$ cat config.mk
export PLATFORM = sky130hd
export DESIGN_NAME = ecpa_modinv
export DESIGN_NICKNAME = d
export VERILOG_FILES = /design/src/hw/rtl/ecpa_pkg.sv /design/src/hw/rtl/ecpa_modinv.sv
export SDC_FILE = /design/constraint.sdc
export NUM_CORES = 2
export LEC_CHECK = 0
export ABC_AREA = 1
export BUFFER_PORTS_ARGS = -buffer_cell sky130_fd_sc_hd__buf_2
export CAP_MARGIN = 20
export CELL_PAD_IN_SITES_DETAIL_PLACEMENT = 1
export CELL_PAD_IN_SITES_GLOBAL_PLACEMENT = 2
export CORE_MARGIN = 2
export CORE_UTILIZATION = 32
export CTS_CLUSTER_DIAMETER = 50
export CTS_CLUSTER_SIZE = 12
export DETAILED_ROUTE_END_ITERATION = 6
export GPL_ROUTABILITY_DRIVEN = 0
export GPL_TIMING_DRIVEN = 0
export PLACE_DENSITY_LB_ADDON = 0.1
export SETUP_SLACK_MARGIN = 0.2
export SYNTH_ARGS = -nofsm -noshare
export SYNTH_HDL_FRONTEND = slang
export SYNTH_SLANG_ARGS = --single-unit
$ cat constraint.sdc
create_clock -name clock -period 8.9 [get_ports clock]
set_input_delay 0 -clock clock [delete_from_list [all_inputs] [get_ports clock]]
set_output_delay 0 -clock clock [all_outputs]
set_load 0.02 [all_outputs]
$ cat src/hw/rtl/ecpa_pkg.sv
package ecpa_pkg;

   typedef struct packed {
      logic [1:0]  command;
      logic [63:0] x1;
      logic [63:0] y1;
      logic        first_at_infinity;
      logic [63:0] x2;
      logic [63:0] y2;
      logic        second_at_infinity;
   } req_type;

   typedef struct packed {
      logic [63:0] x3;
      logic [63:0] y3;
      logic        result_at_infinity;
      logic        noninvertible;
      logic [63:0] denominator;
   } rsp_type;

   localparam logic [1:0] CMD_ADD = 2'd0;
   localparam logic [1:0] CMD_SUB = 2'd1;
   localparam logic [1:0] CMD_DBL = 2'd2;

   localparam logic REG_MODULUS = 1'b0;
   localparam logic REG_CURVE_A = 1'b1;

   typedef enum logic [3:0] {
      ST_IDLE, ST_RED, ST_PREP, ST_SQ, ST_T1, ST_T2, ST_T3, ST_INV,
      ST_M, ST_MM, ST_X1, ST_X2, ST_Y1, ST_MY, ST_Y2, ST_OUT
   } state_type;

   typedef enum logic [1:0] {
      INV_IDLE, INV_LOOP, INV_SHIFT, INV_SUB
   } inv_state_type;

   typedef struct packed {
      logic start;
      logic reduce;
   } mm_ctl_type;

   typedef struct packed {
      logic done;
   } mm_sts_type;

   typedef struct packed {
      logic done;
      logic ok;
   } inv_sts_type;

   // operands below n
   function automatic logic [63:0] add_m(input logic [63:0] a, input logic [63:0] b,
                                         input logic [63:0] n);
      logic [63:0] gap;
      gap = n - b;
      return (a >= gap) ? a - gap : a + b;
   endfunction

   function automatic logic [63:0] sub_m(input logic [63:0] a, input logic [63:0] b,
                                         input logic [63:0] n);
      return (a >= b) ? a - b : n - (b - a);
   endfunction

endpackage

$ cat src/hw/rtl/ecpa_modinv.sv
// Shift-subtract extended gcd. Keeps r == t*d (mod n) for both pairs,
// so any subtraction order ends with gcd in r0 and the inverse in t0.
module ecpa_modinv #(
   parameter int WIDTH = 64
) (
   input  logic                  clock,
   input  logic                  reset,
   input  logic                  start,
   input  logic [WIDTH-1:0]      den,
   input  logic [WIDTH-1:0]      modulus,
   output ecpa_pkg::inv_sts_type sts,
   output logic [WIDTH-1:0]      inverse
);

   ecpa_pkg::inv_state_type st_ff, st_in;

   logic [WIDTH-1:0] r0_ff, r1_ff, t0_ff, t1_ff, rs_ff, ts_ff;
   logic             done_ff, ok_ff;
   logic [WIDTH:0]   rs2;
   logic             shift_ok;
   logic [63:0]      ts_dbl, t0_sub;

   always_comb begin
      rs2      = {rs_ff, 1'b0};
      shift_ok = rs2 <= {1'b0, r0_ff};
      ts_dbl   = ecpa_pkg::add_m(64'(ts_ff), 64'(ts_ff), 64'(modulus));
      t0_sub   = ecpa_pkg::sub_m(64'(t0_ff), 64'(ts_ff), 64'(modulus));
   end

   always_comb begin
      st_in = st_ff;
      unique case (st_ff)
         ecpa_pkg::INV_IDLE:  if (start) st_in = ecpa_pkg::INV_LOOP;
         ecpa_pkg::INV_LOOP: begin
            if (r1_ff == '0) st_in = ecpa_pkg::INV_IDLE;
            else if (r0_ff >= r1_ff) st_in = ecpa_pkg::INV_SHIFT;
         end
         ecpa_pkg::INV_SHIFT: if (!shift_ok) st_in = ecpa_pkg::INV_SUB;
         ecpa_pkg::INV_SUB:   st_in = ecpa_pkg::INV_LOOP;
         default:             st_in = ecpa_pkg::INV_IDLE;
      endcase
   end

   always_ff @(posedge clock) begin
      if (reset) begin
         st_ff   <= ecpa_pkg::INV_IDLE;
         done_ff <= 1'b0;
      end else begin
         st_ff   <= st_in;
         done_ff <= (st_ff == ecpa_pkg::INV_LOOP) && (r1_ff == '0);
      end
   end

   always_ff @(posedge clock) begin
      case (st_ff)
         ecpa_pkg::INV_IDLE: begin
            if (start) begin
               r0_ff <= modulus;
               r1_ff <= den;
               t0_ff <= '0;
               t1_ff <= (modulus == WIDTH'(1)) ? '0 : WIDTH'(1);
            end
         end
         ecpa_pkg::INV_LOOP: begin
            if (r1_ff == '0) begin
               ok_ff <= r0_ff == WIDTH'(1);
            end else if (r0_ff < r1_ff) begin
               r0_ff <= r1_ff;
               r1_ff <= r0_ff;
               t0_ff <= t1_ff;
               t1_ff <= t0_ff;
            end else begin
               rs_ff <= r1_ff;
               ts_ff <= t1_ff;
            end
         end
         ecpa_pkg::INV_SHIFT: begin
            if (shift_ok) begin
               rs_ff <= rs2[WIDTH-1:0];
               ts_ff <= ts_dbl[WIDTH-1:0];
            end
         end
         ecpa_pkg::INV_SUB: begin
            r0_ff <= r0_ff - rs_ff;
            t0_ff <= t0_sub[WIDTH-1:0];
         end
         default: ;
      endcase
   end

   assign sts.done = done_ff;
   assign sts.ok   = ok_ff;
   assign inverse  = t0_ff;

endmodule

* Word-level counts from Yosys, hierarchy flattened
Cells that the tools add are included.
Word-level totals: register bits after elaboration 388, bits of input ports 131, output and inout port bits 66, logic and storage cells 76
Cells by class: add/subtract/negate cells 7, $lt $le $gt $ge 5, equality and inequality tests 12, mux-type cells 32, reduce and logical (&&, ||, !) cells 11
Operators with widths (count):
- $mux W64 | 20
- $pmux W64 S2 | 4
- $pmux W64 S3 | 2
- $sub A64 B64 Y64 | 6
- $ge A64 B64 Y1 | 3
- $eq A64 B1 Y1 const B | 2
- $le A65 B64 Y1 | 1
- $add A64 B64 Y64 | 1
- $logic_not A64 Y1 | 1
- $lt A64 B64 Y1 | 1
- $reduce_and A4 Y1 | 3
- $ne A2 B2 Y1 const B | 5
- $mux W2 | 4
- $pmux W2 S4 | 1
- $eq A2 B2 Y1 const B | 2
- $reduce_bool A2 Y1 | 2
- $ne A3 B3 Y1 const B | 1
- $reduce_and A3 Y1 | 1
- $reduce_bool A3 Y1 | 1
- $eq A2 B1 Y1 const B | 1
- $logic_not A2 Y1 | 1
- $ne A2 B1 Y1 const B | 1
- $reduce_and A2 Y1 | 1
- $logic_and A1 B1 Y1 | 1
- $mux W1 | 1

* Depth between registers and ports, before layout
word-level depth 5, mapped depth 30

* Least setup slack after synthesis
OpenSTA, ideal clock, no wires.
path type register to register, start point register r0_ff[35], end point register r1_ff[0] (enable), library setup time 658 ps, arrival time 7660 ps, required time 8242 ps, setup slack 582 ps, cell stages (with the launch flop) 15, clock period less this slack 8318 ps, path through edfxtp_1 ha_1 nand2_1 inv_1 nand2_1 nand2_1 nand2_1 nand2_1 nand2_1 nand2_1 a21oi_1 nand2_1 nand2_1 nand3_1 a21oi_1
On the way: word-level cells in the longest chain between the ends 3
RTL lines:
- start: declaration | line ecpa_modinv.sv:17 | logic [WIDTH-1:0] r0_ff, r1_ff, t0_ff, t1_ff, rs_ff, ts_ff;
- start signal: assignment | line ecpa_modinv.sv:58 | r0_ff <= modulus;
- start signal: assignment | line ecpa_modinv.sv:68 | r0_ff <= r1_ff;
- start signal: assignment | line ecpa_modinv.sv:84 | r0_ff <= r0_ff - rs_ff;
- $lt A64 B64 Y1 | line ecpa_modinv.sv:67 | end else if (r0_ff < r1_ff) begin
- $ne A2 B1 Y1 (no line)
- $reduce_and A4 Y1 (no line)
- end signal: assignment | line ecpa_modinv.sv:59 | r1_ff <= den;
- end signal: assignment | line ecpa_modinv.sv:69 | r1_ff <= r0_ff;
- end: declaration | line ecpa_modinv.sv:17
Every way passes these cells. A chain may end at the register's enable or synchronous reset.

* Worst setup path in the final report
start point register ts_ff[6], end point register ts_ff[43], data pin
On the way: word-level cells in the longest chain between the ends 5
RTL lines:
- start: declaration | line ecpa_modinv.sv:17
- start signal: assignment | line ecpa_modinv.sv:74 | ts_ff <= t1_ff;
- start signal: assignment | line ecpa_modinv.sv:80 | ts_ff <= ts_dbl[WIDTH-1:0];
- $sub A64 B64 Y64 | line ecpa_pkg.sv:55 | gap = n - b;
- $sub A64 B64 Y64 / $ge A64 B64 Y1 (equally long branches) | line ecpa_pkg.sv:56 | return (a >= gap) ? a - gap : a + b;
- $mux W64 (*) | line ecpa_pkg.sv:56
- $mux W64 (*) | line ecpa_modinv.sv:78 | if (shift_ok) begin
- $pmux W64 S2 (*) | line ecpa_modinv.sv:55 | case (st_ff)
Every way passes the cells marked *; elsewhere a longest branch is shown, timed or not. The select of a mux whose other input is x is not followed.

==> out/metrics.cfg <==
[timing]
post-route-period-util_pct=78.42
finalHoldWorstSlack_ns=0.06079
tightest_slew_ns=1.269
setup-violations-final=0
rsz0062_at_grt=false
maxSlewHeadroom_pct=14.52
finalCriticalPeriod_ns=6.979
slew_violations=0
skew_ns=0.05664
fmax_mhz=143.3
hold_viol_final=0

[cts]
cts_tree=built
clock_path_buffers=3
clock_latency_ns=0.73
root_buffer=clkbuf_16
cts_sinks=388
ctsResizeCount=0
path_clk_slew_ns=0.07
htreeDepth=3
cts_buffers=79

[layout]
finalNetCount=8402
drive_above_1_share_pct=5.320
final.fill_count=19040
multi_input_area_um2=30060
syn2layout_area_growth_pct=16.36
register_area_um2=11620

[yosys]
synth_top_cell_by_area=edfxtp_1
ys_top_cells_by_count=nand2_1, inv_1, nor2_1, a21oi_1, o21ai_0
ys_ff_latch=388
synthTopCellsByArea=edfxtp_1, nand2_1, ha_1
seq_area_frac_synth_pct=24.63
synth.top_cell.area_share_pct=24.50
ys_async_sr_fraction_pct=0
syn_nets=7992
yosysWarnings=0
synth.most_common_cell=nand2_1
synth_edf_count=385
synth_cells=7345
avgSynthCellArea_um2=6.424
netlist_area_um2=47180
yosysUniqueCellTypes=58
synth-main-ff-cell=edfxtp_1

[die]
rows=140
die_y_um=388.0
die_w_um=388.0
start_util_pct=32.30
core_area_um2=146100
dieArea_um2=150500
io_pins=197

[critical_path]
setup.worst_path.start=ts_ff[6]
startpoint_type=flip-flop
crit_arrival_ns=7.41
rr_startpoint=ts_ff[6]
endpoint_kind=flip-flop
slowest_delay_ns=0.76
cp_cell_sequence=inv_1 > ha_1 > nand2_1 > o21ai_0 > a21oi_1 > o21ai_0 > a21boi_0 > o21ai_0 > nand2_1 > nand3_1 > nand2_1 > ha_1 > nand2_1 > nor3_2 > nand2_1 > o21ai_0 > a21oi_4 > nand3_4 > buf_12 > buf_6 > nand3_1 > nand2_1 > nand2_1
critPathKind=reg2reg
required_ns=9.33
cpMostUsedCell=nand2_1
cp_max_fo=10
crit_slowest_cell=o21ai_0

[routing]
wl_per_cell_um=28.98
vias=53480
drc=0
routed_wl_um=282300
firstDrtPassIters=6
vias_per_cell=5.490
drtAntennaViolNets=0
drt_iter0_drc=4765

[placed_design]
place_hpwl_um=244700
port_buffers=196

[status]
status=complete, no violations

[run]
drv_cap=0

[worst_hold_path]
worstHoldStart=modulus[28]
min_path_type=in2reg

[global_route]
grt_max_degree=76
grt_antenna_before_repair=16
grt_pass1_vias=54060
grt_pass1_wl_um=391100
grt_overflow_total=0
grt_usage_pct=36.55

[critical path, delay by kind of cell, from the launching register on]
family                   cells  cell delay [ns]
flip-flops                   1             0.66
buffers and inverters        3             0.73
adder cells (fa/ha/maj)      2             0.88
AO/OA/AOI/OAI                7             2.43
AND/OR/NAND/NOR             11             1.98
[sequential cells by signal, summed over array words and instances (netlist names)]
name and count:
inverse 64, r0_ff 64, r1_ff 64, rs_ff 64, t1_ff 64, ts_ff 64
st_ff 2, done_ff 1, ok_ff 1
[cell families (layout without fill, tap and decap cells)]
logic type | count (synthesis) | count (layout) | share of synthesized area (%)
other | 0 | 5 | 0
AND/OR/NAND/NOR | 3480 | 3480 | 30.10
XOR/XNOR | 161 | 161 | 2.989
adder cells (fa/ha/maj) | 516 | 516 | 14.75
AO/OA/AOI/OAI | 1363 | 1363 | 15.82
buffers and inverters | 1437 | 1911 | 11.71
flip-flops | 388 | 388 | 24.63
[cell usage in the layout, fill, tap and decap left out, types with 14 or more instances in the layout]
cell type      count
a21o_1            41
xor2_1            41
o21a_1            27
nor4_1            48
a31oi_1           30
clkbuf_1          78
clkbuf_16         80
inv_1           1315
buf_2            212
o21ai_1           36
nand4_1           80
a21oi_1          548
dlygate4sd3_1    113
fa_1              67
o221ai_1          28
nand3b_1          28
nand2_1         1922
xnor2_1          120
clkinvlp_4        14
o21ai_0          528
nor3_1            69
o21bai_1          51
a22oi_1           30
ha_1             449
edfxtp_1         385
nand3_1          409
nor2_1           897
a21boi_0          18
[metrics by stage]
step	cell area [um2]	setup TNS, ns	util, %	worst slack (ns)	instances
floorplan	47180	0	-	0.5817	7345
global placement	50560	-1258.97	34.61	-5.440	9458
detailed placement	50950	0	34.87	2.158	9477
CTS	54870	0	37.56	2.105	9735
global route	54890	0	37.57	1.732	9737
finish	54900	0	37.58	1.921	9741
[routing by layer]
| metal | share of wire (%) | vias up | routed length [um] | track usage [%] |
|---|---|---|---|---|
| li1 | - | 24790 | - | - |
| met1 | 39 | 26050 | 110300 | 42.80 |
| met2 | 46 | 1961 | 129700 | 60.74 |
| met3 | 6.5 | 677 | 18260 | 5.855 |
| met4 | 8.5 | 2 | 23970 | 26.24 |
| met5 | 0.0046 | - | 13 | 0 |
[repair_timing]
| action | in CTS | in global routing |
|---|---|---|
| endpoints found under the setup margin | 0 | 0 |
| setup buffers | 0 | 0 |
| endpoints found under the hold margin | 115 | 0 |
| hold buffers | 113 | 0 |
[worst paths after layout]
| check | to | slack [ns] | cells after the start |
|---|---|---|---|
| worst max-delay path | ts_ff[43] | 1.92 | 23 |
| worst max register to register | ts_ff[43] | 1.92 | 23 |
| worst min register to register | inverse[40] | 0.54 | 2 |
| worst min-delay path | r0_ff[28] | 0.06 | 3 |
[cell type report]
type                    instances  share of cell area, %
multi-input cells            5520                  54.74
inverters                    1326                  9.075
repair buffers                329                  4.531
clock inverters                59                  1.404
diodes                          5                0.02279
well taps                    1917                  4.369
plain buffers                 111                  1.000
flip-flops and latches        388                  21.17
clock buffers                  86                  3.687
Power is left out: the tool's default activity adds up to more than one toggle a clock period on the data nets, which glitch-free logic cannot reach.
