===== config.mk =====
export PLATFORM = sky130hd
export DESIGN_NAME = ecpa_modmul
export DESIGN_NICKNAME = d
export VERILOG_FILES = /design/src/hw/rtl/ecpa_pkg.sv /design/src/hw/rtl/ecpa_modmul.sv
export SDC_FILE = /design/constraint.sdc
export NUM_CORES = 1
export LEC_CHECK = 0
export CAP_MARGIN = 5
export CORE_MARGIN = 3
export CORE_UTILIZATION = 60
export CTS_BUF_LIST = sky130_fd_sc_hd__clkbuf_4
export CTS_CLUSTER_DIAMETER = 150
export DETAILED_ROUTE_END_ITERATION = 7
export DONT_BUFFER_PORTS = 1
export GPL_ROUTABILITY_DRIVEN = 0
export PLACE_DENSITY = 0.72
export SYNTH_ARGS = -nofsm -noshare
export SYNTH_HDL_FRONTEND = slang
export SYNTH_SLANG_ARGS = --single-unit

===== constraint.sdc =====
create_clock -name clock -period 8.59 [get_ports clock]
set_clock_uncertainty 0.15 [all_clocks]
set_input_delay 1.718 -clock clock [delete_from_list [all_inputs] [get_ports clock]]
set_output_delay 1.718 -clock clock [all_outputs]
set_load 0.02 [all_outputs]

===== src/hw/rtl/ecpa_pkg.sv =====
package ecpa_pkg;

   typedef struct packed {
      logic [1:0]  command;
      logic [63:0] x1;
      logic [63:0] y1;
      logic        first_at_infinity;
      logic [63:0] x2;
      logic [63:0] y2;
      logic        second_at_infinity;
   } req_type;

   typedef struct packed {
      logic [63:0] x3;
      logic [63:0] y3;
      logic        result_at_infinity;
      logic        noninvertible;
      logic [63:0] denominator;
   } rsp_type;

   localparam logic [1:0] CMD_ADD = 2'd0;
   localparam logic [1:0] CMD_SUB = 2'd1;
   localparam logic [1:0] CMD_DBL = 2'd2;

   localparam logic REG_MODULUS = 1'b0;
   localparam logic REG_CURVE_A = 1'b1;

   typedef enum logic [3:0] {
      ST_IDLE, ST_RED, ST_PREP, ST_SQ, ST_T1, ST_T2, ST_T3, ST_INV,
      ST_M, ST_MM, ST_X1, ST_X2, ST_Y1, ST_MY, ST_Y2, ST_OUT
   } state_type;

   typedef enum logic [1:0] {
      INV_IDLE, INV_LOOP, INV_SHIFT, INV_SUB
   } inv_state_type;

   typedef struct packed {
      logic start;
      logic reduce;
   } mm_ctl_type;

   typedef struct packed {
      logic done;
   } mm_sts_type;

   typedef struct packed {
      logic done;
      logic ok;
   } inv_sts_type;

   // operands below n
   function automatic logic [63:0] add_m(input logic [63:0] a, input logic [63:0] b,
                                         input logic [63:0] n);
      logic [63:0] gap;
      gap = n - b;
      return (a >= gap) ? a - gap : a + b;
   endfunction

   function automatic logic [63:0] sub_m(input logic [63:0] a, input logic [63:0] b,
                                         input logic [63:0] n);
      return (a >= b) ? a - b : n - (b - a);
   endfunction

endpackage


===== src/hw/rtl/ecpa_modmul.sv =====
// Bit-serial modular multiply (double, then add) or reduction (shift bit in).
module ecpa_modmul #(
   parameter int WIDTH = 64
) (
   input  logic                   clock,
   input  logic                   reset,
   input  ecpa_pkg::mm_ctl_type   ctl,
   input  logic [WIDTH-1:0]       op_a,
   input  logic [WIDTH-1:0]       op_b,
   input  logic [WIDTH-1:0]       modulus,
   output ecpa_pkg::mm_sts_type   sts,
   output logic [WIDTH-1:0]       result
);

   localparam int CW = $clog2(WIDTH);

   logic [WIDTH-1:0] acc_ff, a_ff, b_ff;
   logic [CW-1:0]    cnt_ff;
   logic             phase_ff, reduce_ff, busy_ff, done_ff;
   logic [WIDTH:0]   dbl, dbl_r, sum, sum_r, n_ext;
   logic             last;

   always_comb begin
      n_ext = {1'b0, modulus};
      dbl   = {acc_ff, 1'b0} + (WIDTH+1)'(reduce_ff & b_ff[WIDTH-1]);
      dbl_r = (dbl >= n_ext) ? dbl - n_ext : dbl;
      sum   = {1'b0, acc_ff} + {1'b0, a_ff};
      sum_r = (sum >= n_ext) ? sum - n_ext : sum;
      last  = (cnt_ff == '0) && (reduce_ff || phase_ff);
   end

   always_ff @(posedge clock) begin
      if (reset) begin
         busy_ff <= 1'b0;
         done_ff <= 1'b0;
      end else begin
         done_ff <= busy_ff && last;
         if (ctl.start) begin
            busy_ff <= 1'b1;
         end else if (busy_ff && last) begin
            busy_ff <= 1'b0;
         end
      end
   end

   always_ff @(posedge clock) begin
      if (ctl.start) begin
         acc_ff    <= '0;
         a_ff      <= op_a;
         b_ff      <= op_b;
         cnt_ff    <= CW'(WIDTH-1);
         phase_ff  <= 1'b0;
         reduce_ff <= ctl.reduce;
      end else if (busy_ff) begin
         if (!phase_ff) begin
            acc_ff <= dbl_r[WIDTH-1:0];
            if (reduce_ff) begin
               b_ff   <= {b_ff[WIDTH-2:0], 1'b0};
               cnt_ff <= cnt_ff - 1'b1;
            end else begin
               phase_ff <= 1'b1;
            end
         end else begin
            if (b_ff[WIDTH-1]) begin
               acc_ff <= sum_r[WIDTH-1:0];
            end
            b_ff     <= {b_ff[WIDTH-2:0], 1'b0};
            cnt_ff   <= cnt_ff - 1'b1;
            phase_ff <= 1'b0;
         end
      end
   end

   assign sts.done = done_ff;
   assign result   = acc_ff;

endmodule


After elaboration in Yosys (flattened, before gate mapping). Index checks and enable logic that the tools add are counted.

Register bits after elaboration: 202. Input port bits: 196. Output and inout port bits: 65. Word-level logic and storage cells: 42.

Add/subtract/negate cells: 5. Magnitude comparators: 2. Equal/unequal tests: 1. Muxes and demuxes: 14. Bitwise logic cells: 1. Reduce and logical (&&, ||, !) cells: 11.

Operators with widths (count): 64-bit two-way mux (8); 65-bit by 64-bit >= comparator with 1-bit output (2); 64-bit subtractor (2); 64-bit by 64-bit adder with 65-bit output (1); 65-bit by 1-bit adder with 65-bit output (1); 6-bit two-way mux (2); 6-bit logical NOT (1); 2-bit AND reduction (3); 2-bit nonzero test (3); 6-bit by 1-bit subtractor with 6-bit output, second input constant (1); 1-bit two-way mux (4); 3-bit nonzero test (1); 1-bit logical AND (2); 2-bit != test, second input constant (1); 1-bit AND (1); 1-bit logical OR (1).

Logic depth before layout (Yosys ltp).
Depth after elaboration: 5. Mapped depth: 29. Depth with buffers taken out: 25.

Least setup slack after synthesis. No wires, ideal clock.

Path kind: reg2reg. Start point: register acc_ff[0], in the netlist result[0]. End point: register acc_ff[37], in the netlist result[37]. Library setup time: 0.117 ns. Data arrival time: 5.578 ns. Data required time: 8.323 ns. Slack: 2.744 ns. Stages on the path, launching flop included: 28. Path buffers: 3. Clock period less this slack: 5.846 ns. Cells stage by stage: dfxtp_1 ha_1 fa_1 a21oi_1 o21ai_1 a21oi_2 o211ai_2 a211o_1 and2_1 a31oi_1 a21boi_0 a21oi_1 xnor2_1 ha_1 buf_2 a21o_1 a21o_1 a21o_1 a21oi_1 nor2_1 or4_1 a21o_1 a31oi_4 and2_4 buf_6 buf_6 o211ai_1 a32o_1.

Cells in the longest elaborated chain, start to end: 5. Elaborated cells between the ends (all ways): 10. Classes of those cells: 4 x add/sub; 2 x order compare; 4 x mux.

Ends and longest elaborated chain: start, declared (line ecpa_modmul.sv:17) `logic [WIDTH-1:0] acc_ff, a_ff, b_ff;`; start signal, assigned (line ecpa_modmul.sv:56) `acc_ff <= dbl_r[WIDTH-1:0];`; start signal, assigned (line ecpa_modmul.sv:65) `acc_ff <= sum_r[WIDTH-1:0];`; 64-bit by 64-bit adder with 65-bit output (line ecpa_modmul.sv:27) `sum = {1'b0, acc_ff} + {1'b0, a_ff};`; 64-bit subtractor or 65-bit by 64-bit >= comparator with 1-bit output (tied branches) (line ecpa_modmul.sv:28) `sum_r = (sum >= n_ext) ? sum - n_ext : sum;`; 64-bit two-way mux (line ecpa_modmul.sv:28); 64-bit two-way mux (line ecpa_modmul.sv:64) `if (b_ff[WIDTH-1]) begin`; 64-bit two-way mux (*) (line ecpa_modmul.sv:55) `if (!phase_ff) begin`.

Every way passes the cells marked *; elsewhere a longest branch is shown, timed or not. The select of a mux whose other input is x is not followed. A chain may end at the register's enable or synchronous reset.

Worst setup path in the final report.
Start point: register acc_ff[4], in the netlist result[4]. End point: register acc_ff[61], in the netlist result[61].

Same word-level chain as after synthesis.

==> flow_metrics.py <==
metrics = {
    "cells_and_area": {
        "layout.area.seq_mm2": 0.00534,
        "layout.cells.most_common": "sky130_fd_sc_hd__nand2_1",
        "multi_input_comb_area_mm2": 0.0140,
        "final_nets": 2816,
        "n_fill_cell": 2897,
        "post_route_cells_drive_above_1_share_pct": 9.32,
        "final_design_area_no_fill_mm2": 0.0211,
        "synthToLayoutAreaGrowth_pct": 3.99,
        "finish.cell_count_without_fillers": 2913,
        "most-common-layout-cells": "sky130_fd_sc_hd__nand2_1 (273), sky130_fd_sc_hd__a21oi_1 (251), sky130_fd_sc_hd__ha_1 (194)",
    },
    "sta": {
        "slew_headroom_pct": 31.3,
        "fmax_achieved_ghz": 0.136,
        "final_period_minus_worst_setup_slack_ns": 7.34,
        "tightest_slew_ns": 1.03,
        "timing_hold_violations_final": 0,
        "setup_viol": 0,
        "timing.setup.tns_ns": 0,
        "final-max-slew-violation-count": 0,
        "grt_setup_unrepaired": "no",
        "finalCritPeriodShare_pct": 85.4,
    },
    "detailed_routing": {
        "wl_um": 65400,
        "wl_per_cell_um": 22.5,
        "post-route-drc-count": 3,
        "dr.pass1.iters": 8,
        "detailroute.via_count": 19799,
        "drtIter0Drc": 2377,
        "route.detailed.vias_per_inst": 6.80,
        "final_antenna_net_count": 0,
    },
    "status": {
        "violations": "design-rule violations",
        "outcome": "complete, but fails checks",
    },
    "synthesis": {
        "synth_area_leader_cell": "sky130_fd_sc_hd__edfxtp_1",
        "syn-instance-count": 2490,
        "synthDominantCellAreaShare_pct": 19.1,
        "dominantRegCellSynth": "sky130_fd_sc_hd__edfxtp_1",
        "synth_fp_nets": 2883,
        "yosys.cell_types.count": 89,
        "ys_seq_elements": 202,
        "synthesis.area_mm2": 0.0203,
        "syn_area_per_cell_um2": 8.16,
        "yosys_warnings": 0,
        "fraction_of_the_yosys_area_taken_by_sequential_cells_pct": 26.3,
        "asyncSetResetFlopFracSynth_pct": 0,
        "synth_edf_count": 129,
        "ys_top_cells_by_area": "sky130_fd_sc_hd__edfxtp_1 (19%), sky130_fd_sc_hd__ha_1 (12%), sky130_fd_sc_hd__dfxtp_1 (7.2%), sky130_fd_sc_hd__a21oi_1 (6.2%), sky130_fd_sc_hd__nand2_1 (5.1%)",
    },
    "clocking": {
        "cts-htree-levels": 2,
        "cts_tree": "built",
        "cts_max_path_buffers": 3,
        "cts_hold_buf": 0,
        "cts_resized": 0,
        "insertion_delay_ns": 0.83,
        "tritoncts_num_sinks": 202,
        "cts.reportedPaths.clkPinSlew_ns": 0.08,
        "clock-root-buffer": "sky130_fd_sc_hd__clkbuf_4",
        "post-cts-setup-buffer-count": 0,
        "cts_buffers": 55,
    },
    "grt": {
        "grt_max_degree": 146,
        "grt_pass1_vias": 18352,
        "grt-ovfl-total": 0,
        "global_route_wire_length_before_repair_um": 100000,
        "grt_use_total_pct": 34.7,
        "grt_antenna_before_repair": 3,
    },
    "setup_path": {
        "timing.rr.start": "result[4]$_SDFFE_PP0P_",
        "timing.rr.end": "result[61]$_SDFFE_PP0P_",
        "worstPathArrival_ns": 7.88,
        "r2r_depth": 25,
        "worst_setup_path_end_kind": "flop",
        "crit_path_max_fanout": 56,
        "cp_data_required_time_ns": 9.14,
        "worstSetupPathType": "flop to flop",
        "ff2ff_setup_slack_ns": 1.25,
        "setup.worst_path.start_class": "flop",
    },
    "power": {
        "vdd_ir_drop_max_uv": 160,
        "power-per-cell-area_mw_per_mm2": 222,
        "cellLeakagePower_uw": 0.00903,
    },
    "placement": {
        "place_hpwl_um": 49700,
        "placed_cell_area_mm2": 0.0204,
        "placement.io_buffers": 0,
        "placedCellCount": 2808,
    },
    "worst_hold_path": {
        "timing.hold.worst.start": "cnt_ff[0]$_SDFFE_PP1P_",
        "hold_path.class": "flop to flop",
        "min_delay_worst_endpoint": "cnt_ff[0]$_SDFFE_PP1P_",
        "hold_path_depth": 2,
    },
    "die": {
        "fp.dieArea_mm2": 0.0361,
        "floorplan.initialDensity_pct": 61.6,
        "core_region_area_mm2": 0.0329,
        "chipWidth_um": 190,
        "boundaryPins": 261,
        "die_h_um": 190,
        "fp-row-count": 66,
    },
    "job": {
        "max_cap_violations": 0,
    },
}
==> layer usage <==
layer / vias to the layer above / track usage, % / wire length, µm
met5: - / 0 / 0
li1: 9135 / - / -
met3: 238 / 6.17 / 6480
met2: 1225 / 54.2 / 28900
met4: 0 / 18.7 / 3750
met1: 9201 / 45.7 / 26300
==> flip-flops by register name, indices dropped and copies added (netlist names) <==
signal,flops
a_ff,64
busy_ff,1
phase_ff,1
reduce_ff,1
b_ff,64
result,64
sts,1
cnt_ff,6
==> critical path, cell delays in order (launching register included) <==
cell and delay, ns:
sky130_fd_sc_hd__dfxtp_1 0.44, sky130_fd_sc_hd__ha_1 0.43, sky130_fd_sc_hd__o211ai_1 0.15, sky130_fd_sc_hd__o211ai_2 0.24, sky130_fd_sc_hd__a41oi_2 0.23, sky130_fd_sc_hd__o31ai_4 0.42, sky130_fd_sc_hd__o21ai_1 0.24, sky130_fd_sc_hd__o31ai_1 0.47
sky130_fd_sc_hd__o21ai_1 0.24, sky130_fd_sc_hd__o21ai_0 0.45, sky130_fd_sc_hd__a21boi_1 0.14, sky130_fd_sc_hd__o21ba_2 0.23, sky130_fd_sc_hd__xnor2_1 0.31, sky130_fd_sc_hd__ha_1 0.38, sky130_fd_sc_hd__nand4_1 0.21, sky130_fd_sc_hd__inv_1 0.06
sky130_fd_sc_hd__a221oi_1 0.26, sky130_fd_sc_hd__o21ai_1 0.10, sky130_fd_sc_hd__a21oi_1 0.14, sky130_fd_sc_hd__inv_1 0.07, sky130_fd_sc_hd__a21o_1 0.20, sky130_fd_sc_hd__a31oi_4 0.30, sky130_fd_sc_hd__and2_4 0.74, sky130_fd_sc_hd__nor2_1 0.19
sky130_fd_sc_hd__a221oi_1 0.30, sky130_fd_sc_hd__nor3_1 0.09
==> how the worst max path moves through the flow <==
stage                                 from                 endpoint  slack, ns  cells past startpoint
floorplan           result[0]$_SDFFE_PP0P_  result[37]$_SDFFE_PP0P_       2.74                     27
global placement    result[1]$_SDFFE_PP0P_  result[61]$_SDFFE_PP0P_       1.70                     21
detailed placement  result[1]$_SDFFE_PP0P_  result[61]$_SDFFE_PP0P_       1.42                     21
CTS                 result[1]$_SDFFE_PP0P_  result[61]$_SDFFE_PP0P_       1.36                     21
global route        result[4]$_SDFFE_PP0P_  result[61]$_SDFFE_PP0P_       0.83                     25
finish              result[4]$_SDFFE_PP0P_  result[61]$_SDFFE_PP0P_       1.25                     25
==> Yosys cell counts, types with 49 or more instances <==
master,instances
sky130_fd_sc_hd__mux2_2,66
sky130_fd_sc_hd__ha_1,194
sky130_fd_sc_hd__nand3_1,51
sky130_fd_sc_hd__nand2_1,274
sky130_fd_sc_hd__clkbuf_1,91
sky130_fd_sc_hd__a211oi_1,49
sky130_fd_sc_hd__inv_1,114
sky130_fd_sc_hd__nor2_1,182
sky130_fd_sc_hd__a21oi_1,251
sky130_fd_sc_hd__edfxtp_1,129
sky130_fd_sc_hd__a21o_1,103
sky130_fd_sc_hd__xnor2_1,105
sky130_fd_sc_hd__xor2_1,72
sky130_fd_sc_hd__nand4_1,55
sky130_fd_sc_hd__o21ai_0,152
sky130_fd_sc_hd__dfxtp_1,73
==> layout make-up <==
cell class	count	area share (%)
Antenna cell	2	0.0237
Clock buffer	88	3.13
Clock inverter	15	0.367
Inverter	114	2.03
Multi-Input combinational cell	2036	66.1
Sequential cell	202	25.3
Tap cell	442	2.62
Timing Repair Buffer	14	0.498
==> cells by family after synthesis <==
kind of cell / count (synthesis) / share of synthesized area [%]
buf+inv: 252 / 5.11
fa+ha+maj: 197 / 12.2
simple gates: 727 / 16.6
mux: 75 / 4.10
flops: 202 / 26.3
compound gates: 860 / 28.0
xor+xnor: 177 / 7.63
==> report_power, final <==
| part | leakage [µW] | total (µW) | switching [µW] | internal, µW |
|---|---|---|---|---|
| clock | 0.000443 | 930 | 460 | 469 |
| combinational | 0.00672 | 2490 | 1570 | 921 |
| sequential | 0.00187 | 1260 | 122 | 1130 |
| total | 0.00903 | 4680 | 2160 | 2520 |
==> metrics by stage <==
| stage | hold slack, ns | power (µW) | setup slack, ns | util, % |
|---|---|---|---|---|
| after CTS | 0.347 | 4620 | 1.36 | 64.1 |
| final | 0.346 | 4680 | 1.25 | 64.1 |
| after global placement | 0.328 | 3660 | 1.70 | 61.8 |
| after global routing | 0.386 | 4960 | 0.828 | 64.1 |
| after floorplan | 0.313 | 3130 | 2.74 | - |
| after detailed placement | 0.335 | 3670 | 1.42 | 61.8 |
No activity file was read; power rests on OpenSTA's default activity.
